--- src/rtl/tlptm_pkg.sv ---
// shared types and constants for the two-level page table mapper
// no dependencies; imported by every other file of the block except tlptm_ram
`default_nettype none

package tlptm_pkg;

  localparam int unsigned IDX_W          = 10;
  localparam int unsigned TABLE_ENTRIES  = 1024;
  localparam int unsigned DIR_ENTRIES    = 1024;
  localparam int unsigned PAGE_W         = 20;
  localparam int unsigned ENTRY_W        = 23;
  localparam int unsigned DIR_SHIFT      = 22;
  localparam int unsigned PAGE_SHIFT     = 12;
  localparam int unsigned POOL_TABLES_DEF = 8;

  localparam logic [PAGE_W-1:0] POOL_BASE_RESET = 20'd256;

  localparam logic KIND_MAP   = 1'b0;
  localparam logic KIND_UNMAP = 1'b1;

  typedef enum logic [1:0] {
    ST_APPLIED  = 2'd0,
    ST_SKIPPED  = 2'd1,
    ST_NO_TABLE = 2'd2
  } status_e;

  typedef enum logic [2:0] {
    S_CLR_DIR,
    S_IDLE,
    S_LOOKUP,
    S_POOL_CLR,
    S_REPLY
  } state_e;

  typedef struct packed {
    logic        kind;
    logic [31:0] virt_addr;
    logic [31:0] phys_addr;
    logic [2:0]  attrs;
  } item_t;

  typedef struct packed {
    status_e     status;
    logic [31:0] dir_entry;
    logic [31:0] table_entry;
    logic        allocated;
    logic        tlb_flush;
  } result_t;

  // controller to datapath
  typedef struct packed {
    logic accept;
    logic decide;
    logic clr_dir;
    logic clr_pool;
    logic commit;
  } cmd_t;

  // datapath to controller
  typedef struct packed {
    logic need_alloc;
    logic sweep_last;
  } stat_t;

endpackage

`default_nettype wire

--- src/rtl/tlptm_ctrl.sv ---
// sequencing state machine of the mapper
// depends on tlptm_pkg
`default_nettype none

module tlptm_ctrl (
  input  wire logic            clk_i,
  input  wire logic            rst_ni,
  input  wire logic            start,
  output logic                 busy,
  output logic                 done_o,
  output tlptm_pkg::cmd_t      cmd_o,
  input  wire tlptm_pkg::stat_t stat_i
);

  import tlptm_pkg::*;

  state_e state_q, state_d;

  always_ff @(posedge clk_i or negedge rst_ni) begin
    if (!rst_ni) begin
      state_q <= S_CLR_DIR;
    end else begin
      state_q <= state_d;
    end
  end

  always_comb begin
    state_d = state_q;
    unique case (state_q)
      S_CLR_DIR:  if (stat_i.sweep_last) state_d = S_IDLE;
      S_IDLE:     if (start) state_d = S_LOOKUP;
      S_LOOKUP:   state_d = stat_i.need_alloc ? S_POOL_CLR : S_REPLY;
      S_POOL_CLR: if (stat_i.sweep_last) state_d = S_REPLY;
      S_REPLY:    state_d = S_IDLE;
      default:    state_d = S_IDLE;
    endcase
  end

  always_comb begin
    busy           = (state_q != S_IDLE);
    done_o         = (state_q == S_REPLY);
    cmd_o.accept   = (state_q == S_IDLE) && start;
    cmd_o.decide   = (state_q == S_LOOKUP);
    cmd_o.clr_dir  = (state_q == S_CLR_DIR);
    cmd_o.clr_pool = (state_q == S_POOL_CLR);
    cmd_o.commit   = (state_q == S_REPLY);
  end

endmodule

`default_nettype wire

--- config.mk ---
export PLATFORM = sky130hd
export DESIGN_NAME = tlptm_ctrl
export DESIGN_NICKNAME = d
export VERILOG_FILES = /design/src/rtl/tlptm_pkg.sv /design/src/rtl/tlptm_ctrl.sv
export SDC_FILE = /design/constraint.sdc
export NUM_CORES = 1
export LEC_CHECK = 0
export ABC_CLOCK_PERIOD_IN_PS = 1300
export BUFFER_PORTS_ARGS = -buffer_cell sky130_fd_sc_hd__buf_4
export CELL_PAD_IN_SITES_DETAIL_PLACEMENT = 1
export CELL_PAD_IN_SITES_GLOBAL_PLACEMENT = 1
export CORE_AREA = 2 2 39 41
export DETAILED_ROUTE_END_ITERATION = 12
export DIE_AREA = 0 0 41 43
export GPL_TIMING_DRIVEN = 1
export PLACE_DENSITY = 0.59
export REMOVE_ABC_BUFFERS = 1
export SLEW_MARGIN = 25
export SYNTH_ARGS = -nofsm -noshare
export SYNTH_HDL_FRONTEND = slang
export SYNTH_SLANG_ARGS = --single-unit
--- constraint.sdc ---
create_clock -name clk_i -period 1.3 [get_ports clk_i]
set_clock_uncertainty 0.1 [all_clocks]
set_input_delay 0.065 -clock clk_i [delete_from_list [all_inputs] [get_ports clk_i]]
set_output_delay 0.065 -clock clk_i [all_outputs]
set_load 0.02 [all_outputs]
==> impl_metrics.tcl <==
set metrics [dict create \
    status "complete, but fails checks" \
    violations "negative setup slack" \
    clockRootBuffer "clkbuf_4" \
    die_width_um 41 \
    stdcell_area_um2 462 \
    globalRouteTotalUtil 0.105 \
    hold-worst-slack_ns 0.0126 \
    final_nets 53 \
    yosysUniqueCellTypes 20 \
    h-tree-depth 1 \
    multiInputGateArea_um2 158 \
    crit_required_ns 1.13 \
    crit_fanout 4 \
    start_kind "flip-flop" \
    period_needed_ns 1.38 \
    clock_latency_ns 0.24 \
    maxSlewHeadroom 0.865 \
    hold_viol 0 \
    syn_area_um2 240 \
    first_global_vias 252 \
    ys_seq_area_frac 0.313 \
    peakVddDrop_mv 0.492 \
    gp_congestion 0.605 \
    antenna_cells 0 \
    hpwlAfterDp_um 445 \
    avgSynthCellArea_um2 9.61 \
    design.die.area_um2 1760 \
    fmax_ghz 0.723 \
    powerDensity_nw_per_um2 2690 \
    cts_inserted_buffers 3 \
    r2r_cells 4 \
    slowest_stage "dfrtp_2" \
    dr.pass1.iters 2 \
    routedWlPerCell_um 11.1 \
    drv_slew 0 \
    synth_cells 25 \
    worstMarginPinSlew_ns 0.200 \
    reg.largest.list "state_q (3)" \
    design.core.area_um2 1380 \
    dr.first_iter.drc_count 3 \
    wl_um 697 \
    ant_nets 0 \
    portBuffers 11 \
    grt-ovfl-total 0 \
    top_register "state_q" \
    clk_path_buf_depth 2 \
    setup_viol_count_final 4 \
    postPlaceCellArea_um2 327 \
    drt-vias-per-instance 4.17 \
    max_cap_violations 0 \
    grt_max_degree 7 \
    min_path_cells 3 \
    drive_gt1_frac 0.745 \
    postLayoutSetupSlackWorst_ns -0.0831 \
    antenna_found_initial 0 \
    crit_chain "and2b_2, and3b_2, buf_6" \
    endpoint_kind "primary output" \
    yosys_warnings 0 \
    grt_pass1_wl_mm 1.18 \
    leakage_nw 0.220 \
    die_h_um 43 \
    seq_area_um2 78.8 \
    pin_count 12 \
    initial_core_util 0.174 \
    largest_register_ffs 3 \
    clkSinkCount 3 \
    area_growth_pct 92.2 \
    fin_crit_sh 1.06 \
    hp-class "in2reg" \
    nFillCells 167 \
    tritoncts "built" \
    ys_ff_latch 3 \
    cp_slowest_stage_delay_ns 0.43 \
    num_rows 14 \
    vias 263 \
    clkTransAtPathRegs_ns 0.04 \
    drc 0 \
    critPathArrivalTime_ns 1.22 \
    rsz0062_at_grt "yes" \
    path_class "reg2out" \
]
-- what timing repair did --
action | in CTS | in global routing
setup buffers | 7 | 1
setup endpoints to repair | 7 | 7
cloned | 0 | 0
endpoints found under the hold margin | 3 | 0
gates resized for setup | 8 | 4
pin swaps | 1 | 1
hold buffers | 1 | 0
-- cell usage in the layout (no fill, tap or decap), drive strengths merged --
cell         instances
a21oi                2
a22oi                1
a311oi               1
and2                 1
and2b                1
and3b                1
buf                 20
clkbuf               4
dfrtp                3
dlygate4sd3          1
mux2                 1
mux2i                1
nand2                1
nand2b               2
nor2                 2
nor3                 1
nor3b                1
or2                  1
or2b                 2
-- routing by layer --
metal / wire (um) / track usage / vias to the layer above
li1: - / - / 129
met1: 290 / 0.149 / 127
met2: 373 / 0.134 / 7
met3: 32 / 0.0471 / 0
met4: 0 / 0.0400 / 0
met5: 0 / 0 / -
-- stage by stage --
stage / instances / utilization / TNS (ns) / worst slack (ns) / power (mW)
after global routing: 63 / 0.334 / -0.497 / -0.133 / 1.35
after global placement: 50 / 0.236 / 0 / 0.0835 / 0.769
final: 63 / 0.334 / -0.227 / -0.0831 / 1.24
after floorplan: 22 / - / -0.575 / -0.288 / 0.550
after detailed placement: 50 / 0.236 / 0 / 0.0726 / 0.771
after CTS: 62 / 0.318 / -0.303 / -0.0793 / 1.19
-- synth_stat cells --
cell      number  area, um2
mux2_4         1       15.0
a22oi_2        1       12.5
mux2i_1        1       10.0
dfrtp_1        3       75.1
and2_2         1       7.51
buf_4          1       7.51
nor2_1         2       7.51
or2_2          1       6.26
and2b_1        1       7.51
nor3b_1        1       7.51
buf_2          1       5.00
a311oi_1       1       8.76
a21oi_1        2       10.0
or2b_1         2       15.0
and3b_2        1       10.0
nor3_1         1       5.00
nand2b_1       1       6.26
nand2_1        1       3.75
nand2b_2       1       8.76
buf_6          1       11.3
-- worst paths after layout --
| kind | endpoint | startpoint | slack [ns] |
|---|---|---|---|
| min in group asynchronous | state_q[0] | rst_ni | 0.06 |
| min | state_q[2] | stat_i[0] | 0.01 |
| max in group asynchronous | state_q[1] | rst_ni | 0.93 |
| max | cmd_o[4] | state_q[0] | -0.08 |
| min reg2reg | state_q[1] | state_q[2] | 0.48 |
| max reg2reg | state_q[0] | state_q[0] | 0.06 |
-- report_power, final --
group | switching, mW | total [mW] | leakage (nW) | internal, mW
Combinational | 0.360 | 0.871 | 0.172 | 0.511
Clock | 0.0503 | 0.165 | 0.0150 | 0.115
Sequential | 0.0613 | 0.208 | 0.0332 | 0.146
-- kinds of logic (layout without fill, tap and decap cells) --
group | Yosys count | in the layout | synth area share
buffers and inverters | 3 | 25 | 0.0989
and+or+nand+nor | 13 | 13 | 0.354
AOI/OAI and AO/OA | 4 | 4 | 0.130
DFF | 3 | 3 | 0.312
muxes | 2 | 2 | 0.104
-- area by class of cell --
type                            instances  area share
Clock buffer                            4      0.0569
Multi-Input combinational cell         19       0.341
Sequential cell                         3       0.171
Tap cell                               16      0.0434
Timing Repair Buffer                   21       0.388
-- worst max-delay path, delay by kind of cell (launching register included) --
| kind | cells | cell delay [ns] |
|---|---|---|
| AND/OR/NAND/NOR | 2 | 0.43 |
| flip-flops | 1 | 0.43 |
| buffers and inverters | 1 | 0.13 |
Power figures use the tool's default switching activity.
